$ cat config.mk
export PLATFORM = sky130hd
export DESIGN_NAME = bus_serial_bridge_with_crc16_unit
export DESIGN_NICKNAME = d
export VERILOG_FILES = /design/src/design/bsb_pkg.sv /design/src/design/bsb_ram.sv /design/src/design/bus_serial_bridge_with_crc16_unit.sv
export SDC_FILE = /design/constraint.sdc
export NUM_CORES = 2
export LEC_CHECK = 0
export BUFFER_PORTS_ARGS = -buffer_cell sky130_fd_sc_hd__buf_4
export CAP_MARGIN = 20
export CORE_MARGIN = 1.5
export CORE_UTILIZATION = 60
export CTS_BUF_LIST = sky130_fd_sc_hd__clkbuf_8
export DETAILED_ROUTE_END_ITERATION = 6
export PLACE_DENSITY = 0.76
export SLEW_MARGIN = 5
export SYNTH_ARGS = -nofsm -noshare
export SYNTH_HDL_FRONTEND = slang
export SYNTH_SLANG_ARGS = --single-unit
$ cat constraint.sdc
create_clock -name clock -period 15.19 [get_ports clock]
set_clock_uncertainty 0.15 [all_clocks]
set_input_delay 2.2785 -clock clock [delete_from_list [all_inputs] [get_ports clock]]
set_output_delay 2.2785 -clock clock [all_outputs]
set_load 0.01 [all_outputs]
$ cat src/design/bsb_pkg.sv
package bsb_pkg;

   // request kinds
   localparam logic [1:0] REQ_CMD_WRITE  = 2'd0;
   localparam logic [1:0] REQ_DATA_WRITE = 2'd1;
   localparam logic [1:0] REQ_DATA_READ  = 2'd2;
   localparam logic [1:0] REQ_RX_BYTE    = 2'd3;

   // command codes
   localparam logic [7:0] CMD_SET_BAUD = 8'd1;
   localparam logic [7:0] CMD_GET_BAUD = 8'd2;
   localparam logic [7:0] CMD_CLR_RX   = 8'd3;
   localparam logic [7:0] CMD_CLR_TX   = 8'd4;
   localparam logic [7:0] CMD_FLUSH_TX = 8'd5;
   localparam logic [7:0] CMD_CRC_ON   = 8'd6;
   localparam logic [7:0] CMD_CRC_OFF  = 8'd7;
   localparam logic [7:0] CMD_RX_FILL  = 8'd8;
   localparam logic [7:0] CMD_POP_RX   = 8'd9;
   localparam logic [7:0] CMD_PUSH_TX  = 8'd10;

   localparam logic [15:0] CRC_INIT   = 16'hFFFF;
   localparam logic [15:0] CRC_POLY   = 16'hA001;
   localparam logic [3:0]  BAUD_MAX   = 4'd9;
   localparam logic [3:0]  BAUD_RESET = 4'd5;

   // one captured request
   typedef struct packed {
      logic [1:0] kind;
      logic [7:0] data;
      logic       slot;
   } req_item_type;

   // modbus crc-16 over one byte, reflected, lsb first
   function automatic logic [15:0] crc16_byte(input logic [15:0] crc_i,
                                              input logic [7:0]  byte_i);
      logic [15:0] c;
      c = crc_i ^ {8'h00, byte_i};
      for (int k = 0; k < 8; k++) begin
         if (c[0]) begin
            c = (c >> 1) ^ CRC_POLY;
         end else begin
            c = c >> 1;
         end
      end
      return c;
   endfunction

endpackage

$ cat src/design/bsb_ram.sv
module bsb_ram #(
   parameter int WIDTH = 8,
   parameter int DEPTH = 256
) (
   input  logic                     clock,
   input  logic                     wr_en,
   input  logic [$clog2(DEPTH)-1:0] wr_addr,
   input  logic [WIDTH-1:0]         wr_data,
   input  logic                     rd_en,
   input  logic [$clog2(DEPTH)-1:0] rd_addr,
   output logic [WIDTH-1:0]         rd_data
);

   logic [WIDTH-1:0] mem [DEPTH];
   logic [WIDTH-1:0] rd_data_ff;

   // single write port, registered read port
   always_ff @(posedge clock) begin
      if (wr_en) begin
         mem[wr_addr] <= wr_data;
      end
      if (rd_en) begin
         rd_data_ff <= mem[rd_addr];
      end
   end

   assign rd_data = rd_data_ff;

endmodule

$ cat src/design/bus_serial_bridge_with_crc16_unit.sv
// Bus to serial bridge with modbus crc-16 append.
// Request channel (req_valid / req_stall): req_type selects a command write,
// a data write, a data read or a received serial byte; req_data_byte carries
// the byte; req_tx_slot says the transmitter can take a byte this request.
// Response channel (rsp_valid / rsp_stall): exactly one response per request,
// with the read reply, the byte sent to the line, drive enable, busy and the
// current baud index.
// An accepted request is held in req_ff while the rx and tx buffer memory
// reads issued at accept are registered; its response is registered by the
// read-modify-write step once the output register is free. No new request
// is taken until that step has executed the current one.
// While a response waits under rsp_stall the next request is still taken,
// but it is held in the execute step until the output register frees up.
// Reset (synchronous, active high) empties both buffers, restores crc to
// ffff, crc append on, baud index 5; buffer contents are left as they are.
module bus_serial_bridge_with_crc16_unit #(
   parameter int RX_DEPTH = 256,
   parameter int TX_DEPTH = 256
) (
   input  logic       clock,
   input  logic       reset,
   input  logic       req_valid,
   output logic       req_stall,
   input  logic [1:0] req_type,
   input  logic [7:0] req_data_byte,
   input  logic       req_tx_slot,
   output logic       rsp_valid,
   input  logic       rsp_stall,
   output logic [7:0] rsp_read_data,
   output logic       rsp_read_valid,
   output logic [7:0] rsp_serial_byte,
   output logic       rsp_serial_valid,
   output logic       rsp_drive_enable,
   output logic       rsp_busy_res,
   output logic [3:0] rsp_baud_index
);

   localparam int RW = $clog2(RX_DEPTH);
   localparam int TW = $clog2(TX_DEPTH);
   localparam int FW = $clog2(TX_DEPTH + 1);

   localparam logic ST_IDLE = 1'b0;
   localparam logic ST_EXEC = 1'b1;

   logic state_ff, state_in;
   bsb_pkg::req_item_type req_ff, req_in;

   logic [7:0]    last_cmd_ff, last_cmd_in;
   logic          crc_on_ff, crc_on_in;
   logic [3:0]    baud_ff, baud_in;
   logic [RW-1:0] rx_wr_ptr_ff, rx_wr_ptr_in;
   logic [RW-1:0] rx_rd_ptr_ff, rx_rd_ptr_in;
   logic [FW-1:0] tx_fill_ff, tx_fill_in;
   logic [FW-1:0] tx_send_ptr_ff, tx_send_ptr_in;
   logic [15:0]   crc_ff, crc_in;
   logic          crc_app_ff, crc_app_in;
   logic          sending_ff, sending_in;

   logic       rsp_valid_ff, rsp_valid_in;
   logic [7:0] rsp_read_data_ff, rsp_read_data_in;
   logic       rsp_read_valid_ff, rsp_read_valid_in;
   logic [7:0] rsp_serial_byte_ff, rsp_serial_byte_in;
   logic       rsp_serial_valid_ff, rsp_serial_valid_in;
   logic       rsp_drive_ff, rsp_drive_in;
   logic       rsp_busy_ff, rsp_busy_in;
   logic [3:0] rsp_baud_ff, rsp_baud_in;

   logic          accept;
   logic          exec_go;
   logic          out_free;
   logic          rx_we, tx_we;
   logic [7:0]    rx_wdata, tx_wdata;
   logic [7:0]    rx_rdata, tx_rdata;
   logic [RW:0]   rx_fill;
   logic [RW-1:0] rx_wr_next, rx_rd_next;
   logic [FW-1:0] send_next;
   logic [FW-1:0] crc_pos;

   // output register is free when empty or being taken this cycle
   assign out_free  = !rsp_valid_ff || !rsp_stall;
   assign req_stall = (state_ff != ST_IDLE);
   assign accept    = req_valid && !req_stall;
   assign exec_go   = (state_ff == ST_EXEC) && out_free;

   // buffer memories, read issued at accept
   bsb_ram #(.WIDTH(8), .DEPTH(RX_DEPTH)) u_rx_ram (
      .clock   (clock),
      .wr_en   (rx_we),
      .wr_addr (rx_wr_ptr_ff),
      .wr_data (rx_wdata),
      .rd_en   (accept),
      .rd_addr (rx_rd_ptr_ff),
      .rd_data (rx_rdata)
   );

   bsb_ram #(.WIDTH(8), .DEPTH(TX_DEPTH)) u_tx_ram (
      .clock   (clock),
      .wr_en   (tx_we),
      .wr_addr (tx_fill_ff[TW-1:0]),
      .wr_data (tx_wdata),
      .rd_en   (accept),
      .rd_addr (tx_send_ptr_ff[TW-1:0]),
      .rd_data (tx_rdata)
   );

   // ring pointer helpers
   assign rx_wr_next = (rx_wr_ptr_ff == RW'(RX_DEPTH - 1)) ? '0 : rx_wr_ptr_ff + 1'b1;
   assign rx_rd_next = (rx_rd_ptr_ff == RW'(RX_DEPTH - 1)) ? '0 : rx_rd_ptr_ff + 1'b1;
   assign rx_fill    = (rx_wr_ptr_ff >= rx_rd_ptr_ff)
                     ? {1'b0, rx_wr_ptr_ff} - {1'b0, rx_rd_ptr_ff}
                     : {1'b0, rx_wr_ptr_ff} + (RW+1)'(RX_DEPTH) - {1'b0, rx_rd_ptr_ff};
   assign send_next  = tx_send_ptr_ff + 1'b1;
   assign crc_pos    = tx_fill_ff - FW'(2);

   // request capture and sequencing
   always_comb begin
      state_in = state_ff;
      req_in   = req_ff;
      unique case (state_ff)
         ST_IDLE: begin
            if (accept) begin
               req_in.kind = req_type;
               req_in.data = req_data_byte;
               req_in.slot = req_tx_slot;
               state_in    = ST_EXEC;
            end
         end
         ST_EXEC: begin
            if (exec_go) begin
               state_in = ST_IDLE;
            end
         end
         default: state_in = ST_IDLE;
      endcase
   end

   // read-modify-write of bridge state
   always_comb begin
      last_cmd_in    = last_cmd_ff;
      crc_on_in      = crc_on_ff;
      baud_in        = baud_ff;
      rx_wr_ptr_in   = rx_wr_ptr_ff;
      rx_rd_ptr_in   = rx_rd_ptr_ff;
      tx_fill_in     = tx_fill_ff;
      tx_send_ptr_in = tx_send_ptr_ff;
      crc_in         = crc_ff;
      crc_app_in     = crc_app_ff;
      sending_in     = sending_ff;
      rx_we          = 1'b0;
      rx_wdata       = req_ff.data;
      tx_we          = 1'b0;
      tx_wdata       = req_ff.data;

      rsp_valid_in        = rsp_valid_ff && rsp_stall;
      rsp_read_data_in    = rsp_read_data_ff;
      rsp_read_valid_in   = rsp_read_valid_ff;
      rsp_serial_byte_in  = rsp_serial_byte_ff;
      rsp_serial_valid_in = rsp_serial_valid_ff;
      rsp_drive_in        = rsp_drive_ff;
      rsp_busy_in         = rsp_busy_ff;
      rsp_baud_in         = rsp_baud_ff;

      if (exec_go) begin
         rsp_valid_in        = 1'b1;
         rsp_read_data_in    = 8'd0;
         rsp_read_valid_in   = 1'b0;
         rsp_serial_byte_in  = 8'd0;
         rsp_serial_valid_in = 1'b0;
         rsp_busy_in         = 1'b0;

         // bus side or received byte
         priority if (req_ff.kind == bsb_pkg::REQ_RX_BYTE) begin
            rx_we        = 1'b1;
            rx_wr_ptr_in = rx_wr_next;
         end else if (sending_ff) begin
            rsp_busy_in = 1'b1;
         end else if (req_ff.kind == bsb_pkg::REQ_CMD_WRITE) begin
            last_cmd_in = req_ff.data;
            priority case (req_ff.data)
               bsb_pkg::CMD_CLR_RX: begin
                  rx_wr_ptr_in = '0;
                  rx_rd_ptr_in = '0;
               end
               bsb_pkg::CMD_CLR_TX: begin
                  tx_fill_in     = '0;
                  tx_send_ptr_in = '0;
                  crc_in         = bsb_pkg::CRC_INIT;
                  crc_app_in     = 1'b0;
               end
               bsb_pkg::CMD_FLUSH_TX: begin
                  tx_send_ptr_in = '0;
                  if (crc_on_ff && (tx_fill_ff <= FW'(TX_DEPTH - 2))) begin
                     // crc bytes are served from crc_ff at send time
                     tx_fill_in = tx_fill_ff + FW'(2);
                     crc_app_in = 1'b1;
                     sending_in = 1'b1;
                  end else if (tx_fill_ff != '0) begin
                     sending_in = 1'b1;
                  end else begin
                     tx_fill_in = '0;
                     crc_in     = bsb_pkg::CRC_INIT;
                     crc_app_in = 1'b0;
                  end
               end
               bsb_pkg::CMD_CRC_ON:  crc_on_in = 1'b1;
               bsb_pkg::CMD_CRC_OFF: crc_on_in = 1'b0;
               default: ;
            endcase
         end else if (req_ff.kind == bsb_pkg::REQ_DATA_WRITE) begin
            if (last_cmd_ff == bsb_pkg::CMD_SET_BAUD) begin
               baud_in = (req_ff.data > {4'd0, bsb_pkg::BAUD_MAX})
                       ? bsb_pkg::BAUD_MAX : req_ff.data[3:0];
            end else if (last_cmd_ff == bsb_pkg::CMD_PUSH_TX) begin
               if (tx_fill_ff < FW'(TX_DEPTH - 2)) begin
                  tx_we      = 1'b1;
                  tx_fill_in = tx_fill_ff + 1'b1;
                  crc_in     = bsb_pkg::crc16_byte(crc_ff, req_ff.data);
               end
            end
         end else begin
            // data read
            if (last_cmd_ff == bsb_pkg::CMD_GET_BAUD) begin
               rsp_read_data_in  = {4'd0, baud_ff};
               rsp_read_valid_in = 1'b1;
            end else if (last_cmd_ff == bsb_pkg::CMD_RX_FILL) begin
               rsp_read_data_in  = 8'(rx_fill);
               rsp_read_valid_in = 1'b1;
            end else if (last_cmd_ff == bsb_pkg::CMD_POP_RX) begin
               rsp_read_valid_in = 1'b1;
               if (rx_wr_ptr_ff != rx_rd_ptr_ff) begin
                  rsp_read_data_in = rx_rdata;
                  rx_rd_ptr_in     = rx_rd_next;
               end
            end
         end

         // transmit one byte per slot while sending
         if (sending_ff && req_ff.slot) begin
            rsp_serial_valid_in = 1'b1;
            if (crc_app_ff && (tx_send_ptr_ff >= crc_pos)) begin
               rsp_serial_byte_in = (tx_send_ptr_ff == crc_pos) ? crc_ff[7:0] : crc_ff[15:8];
            end else begin
               rsp_serial_byte_in = tx_rdata;
            end
            tx_send_ptr_in = send_next;
            if (send_next >= tx_fill_ff) begin
               tx_fill_in     = '0;
               tx_send_ptr_in = '0;
               crc_in         = bsb_pkg::CRC_INIT;
               crc_app_in     = 1'b0;
               sending_in     = 1'b0;
            end
         end

         rsp_drive_in = sending_ff || sending_in;
         rsp_baud_in  = baud_in;
      end
   end

   // control state
   always_ff @(posedge clock) begin
      if (reset) begin
         state_ff       <= ST_IDLE;
         last_cmd_ff    <= 8'd0;
         crc_on_ff      <= 1'b1;
         baud_ff        <= bsb_pkg::BAUD_RESET;
         rx_wr_ptr_ff   <= '0;
         rx_rd_ptr_ff   <= '0;
         tx_fill_ff     <= '0;
         tx_send_ptr_ff <= '0;
         crc_ff         <= bsb_pkg::CRC_INIT;
         crc_app_ff     <= 1'b0;
         sending_ff     <= 1'b0;
         rsp_valid_ff   <= 1'b0;
      end else begin
         state_ff       <= state_in;
         last_cmd_ff    <= last_cmd_in;
         crc_on_ff      <= crc_on_in;
         baud_ff        <= baud_in;
         rx_wr_ptr_ff   <= rx_wr_ptr_in;
         rx_rd_ptr_ff   <= rx_rd_ptr_in;
         tx_fill_ff     <= tx_fill_in;
         tx_send_ptr_ff <= tx_send_ptr_in;
         crc_ff         <= crc_in;
         crc_app_ff     <= crc_app_in;
         sending_ff     <= sending_in;
         rsp_valid_ff   <= rsp_valid_in;
      end
   end

   // payload registers
   always_ff @(posedge clock) begin
      req_ff              <= req_in;
      rsp_read_data_ff    <= rsp_read_data_in;
      rsp_read_valid_ff   <= rsp_read_valid_in;
      rsp_serial_byte_ff  <= rsp_serial_byte_in;
      rsp_serial_valid_ff <= rsp_serial_valid_in;
      rsp_drive_ff        <= rsp_drive_in;
      rsp_busy_ff         <= rsp_busy_in;
      rsp_baud_ff         <= rsp_baud_in;
   end

   assign rsp_valid        = rsp_valid_ff;
   assign rsp_read_data    = rsp_read_data_ff;
   assign rsp_read_valid   = rsp_read_valid_ff;
   assign rsp_serial_byte  = rsp_serial_byte_ff;
   assign rsp_serial_valid = rsp_serial_valid_ff;
   assign rsp_drive_enable = rsp_drive_ff;
   assign rsp_busy_res     = rsp_busy_ff;
   assign rsp_baud_index   = rsp_baud_ff;

endmodule
==> metrics.md <==
| Metric | Value |
|---|---|
| Status | `completed` |
| Root Driver | `clkbuf_8` |
| Post-synthesis cell count | `7683` |
| Worst setup SP type | `input pin` |
| Pwr dens | `124 nW/µm²` |
| Ys async rst share | `0%` |
| Max VDD drop | `81.7 µV` |
| CP required | `15.71 ns` |
| Hold-fix buffers at CTS | `0` |
| Total power | `22.4 mW` |
| Layout cells sized above 1 | `25.5%` |
| CP max FO | `36` |
| Initial cell density of the core | `60.3%` |
| CTS tree | `yes` |
| Post-Route Utilization | `66.6%` |
| GRT Util Overall | `30.2%` |
| Slew @ Worst Pin | `1.20 ns` |
| Worst reg2reg startpoint | `rx_rd_ptr_ff[1]$_SDFFE_PP0P_` |
| Flop-to-flop setup slack | `9.07 ns` |
| Setup crit start | `rsp_stall` |
| Most area-consuming cells after synthesis | `edfxtp_1 76%, mux4_2 15%, nor2_1 1.4%` |
| Period utilization | `43.1%` |
| Yosys top cell area share | `76.2%` |
| Iter 0 DRT Violations | `13.6k` |
| Yosys warning total | `0` |
| MaxCap Viol Count | `0` |
| Register area | `126000 µm²` |
| Placer Congestion | `0.946` |
| Max stage delay on crit path | `0.82 ns` |
| Initial antenna violation count | `12` |
| Synthesis-stage register bit count | `4214` |
| First-pass GRT wire length | `597000 µm` |
| DP Area | `168000 µm²` |
| Core outline area | `271000 µm²` |
| Number of buffers created by CTS | `635` |
| Post-synthesis sequential area ratio | `77.0%` |
| CTS Sinks | `4214` |
| Vias after detailed routing | `84.7k` |
| Crit path kind | `input pin to flop` |
| Setup_tns | `0 ns` |
| Pre-antenna DRT Iters | `6` |
| DR WL/cell | `34.3 µm` |
| Critical path buffers and inverters | `2` |
| Most frequent cell after synthesis | `edfxtp_1` |
| Worst Hold Class | `flop to flop` |
| Post-cts resize count | `0` |
| CP Capture Type | `flop` |
| Fin area | `180000 µm²` |
| Highest clock rate | `153 MHz` |
| Top-Level Pins | `41` |
| Syn_nets | `7739` |
| Post-synth EDFFs | `4147` |
| Yosys top cell by area | `edfxtp_1` |
| DRT antenna net count | `0` |
| CP arrival | `7.06 ns` |
| Top delay family on crit path | `simple AND/OR/NAND/NOR gates` |
| Distinct cells, synth | `76` |
| R2r endpoint | `u_rx_ram.rd_data[6]$_DFFE_PP_` |
| Port Buffers | `40` |
| Final WL | `417000 µm` |
| Cell depth of the worst flop-to-flop path | `9` |
| Hold slack | `0.311 ns` |
| Count of final setup violators | `0` |
| Remaining DRCs | `0` |
| CP max-delay cell | `nor3_2` |
| CTS Buffer Depth | `4` |
| Worst-path clk slew | `0.06 ns` |
| Most used cell, CP | `nand2_1` |
| Remaining global-route overflow | `0` |
| Slew Viols, Final | `0` |
| Vias in the first global route | `83.1k` |
| Die Width | `525 µm` |
| Largest net degree at the start of global routing | `166` |
| Post-CTS setup repair buffer count | `0` |
| CP Depth | `9` |
| Final hold violations | `0` |
| FILL cells | `16.4k` |
| Area Overhead vs Synth | `10.3%` |
| Mean area per synthesized cell | `21.3 µm²` |
| Setup crit end | `u_tx_ram.mem[163][2]$_DFFE_PP_` |
| Die Ht | `525 µm` |
| Fin crit period | `6.54 ns` |
| Post-synthesis cell area | `163000 µm²` |
| Footprint of the multi-input gates | `35600 µm²` |
| Hpwl dp | `250000 µm` |
| Synth top cells by count | `4147 x edfxtp_1, 1083 x mux4_2, 624 x nor2_1` |
| Row count | `191` |
| Slew headroom | `20.1%` |
| Nets | `8135` |
| Later-pin clock latency in the skew report | `1.06 ns` |
| RSZ-0062 raised after global routing | `false` |
| Die area | `276000 µm²` |
| Ys flop type | `edfxtp_1` |
| Crit-path cells | `buf_4 -> nand2_1 -> nand2_1 -> inv_2 -> and2_1 -> nand2_4 -> nor3_2 -> nand2_1 -> nor2_1` |
| H-tree Lvls | `6` |
| Lkg Pwr | `54.9 nW` |
| Vias per inst | `6.97` |
## state kept, by name, indices dropped and copies added, names as in the netlist, 3 cells and up
| register | count |
|---|---|
| rx_wr_ptr_ff | 8 |
| baud_ff | 4 |
| tx_send_ptr_ff | 9 |
| rx_rd_ptr_ff | 8 |
| u_rx_ram.mem | 2048 |
| crc_ff | 16 |
| rsp_read_data | 8 |
| last_cmd_ff | 8 |
| rsp_serial_byte | 8 |
| tx_fill_ff | 9 |
| u_tx_ram.mem | 2048 |
| req_ff | 3 |
| u_rx_ram.rd_data | 8 |
| rsp_baud_index | 4 |
| rx_wdata | 8 |
| u_tx_ram.rd_data | 8 |
## worst min-delay path, delay by kind of cell, from the launching register on
kind            cells  cell delay, ns
simple gates        1            0.05
compound gates      1            0.05
flops               1            0.31
## kinds of logic after synthesis
| kind of cell | synth area share [%] |
|---|---|
| compound gates | 3.21 |
| simple gates | 2.76 |
| buf+inv | 1.27 |
| fa+ha+maj | 0.318 |
| mux | 15.2 |
| xor+xnor | 0.214 |
| flops | 77.0 |
## routing by layer
layer / up-vias / global-route usage, % / share of wire (%)
met3: 937 / 7.60 / 13
met5: - / 0 / 0.0065
met2: 7075 / 45.5 / 47
met4: 4 / 12.8 / 4.5
met1: 43500 / 42.7 / 36
li1: 33200 / - / -
## cell type report
| type | count | area share (%) |
|---|---|---|
| sequential | 4214 | 69.8 |
| multi-input combinational | 2980 | 19.8 |
| clock buffer | 644 | 4.91 |
| tap | 3570 | 2.48 |
| clock inverter | 500 | 1.96 |
| timing repair buffer | 217 | 1.01 |
| inverter | 31 | 0.0645 |
| antenna | 6 | 0.00832 |
## worst min path at each step
stage | start | endpoint | slack [ns] | depth (start not counted)
6_report | last_cmd_ff[6]$_SDFFE_PP0P_ | last_cmd_ff[6]$_SDFFE_PP0P_ | 0.31 | 2
5_1_grt | last_cmd_ff[6]$_SDFFE_PP0P_ | last_cmd_ff[6]$_SDFFE_PP0P_ | 0.34 | 2
4_1_cts | last_cmd_ff[6]$_SDFFE_PP0P_ | last_cmd_ff[6]$_SDFFE_PP0P_ | 0.31 | 2
3_5_place_dp | last_cmd_ff[6]$_SDFFE_PP0P_ | last_cmd_ff[6]$_SDFFE_PP0P_ | 0.31 | 2
3_3_place_gp | last_cmd_ff[6]$_SDFFE_PP0P_ | last_cmd_ff[6]$_SDFFE_PP0P_ | 0.30 | 2
2_1_floorplan | last_cmd_ff[6]$_SDFFE_PP0P_ | last_cmd_ff[6]$_SDFFE_PP0P_ | 0.29 | 2
## power breakdown
group          total, mW  switching [mW]  internal (mW)
sequential          12.8          0.0192           12.8
clock               9.16            4.37           4.80
combinational      0.411           0.340         0.0707
## cells in the final DEF (no fill, tap or decap), drive strengths merged, types with 47 or more instances in the layout
master,Yosys,routed
buf,183,213
nor3,75,75
edfxtp,4147,4147
a21oi,110,110
a22oi,178,178
bufinv,0,47
a22o,113,113
nand3,47,47
mux2i,48,48
nor2,625,625
nand2,171,171
a221oi,104,104
dfxtp,67,67
clkbuf,275,648
clkinv,1,247
inv,30,208
mux4,1083,1083
o21ai,52,52
## through the flow
stage	std cells	setup slack (ns)
final	12200	8.65
after global routing	12200	8.63
after detailed placement	11000	7.80
after global placement	11000	7.88
after CTS	12200	8.95
after floorplan	7683	6.37
Note: power is estimated with default switching activity, not from simulation.
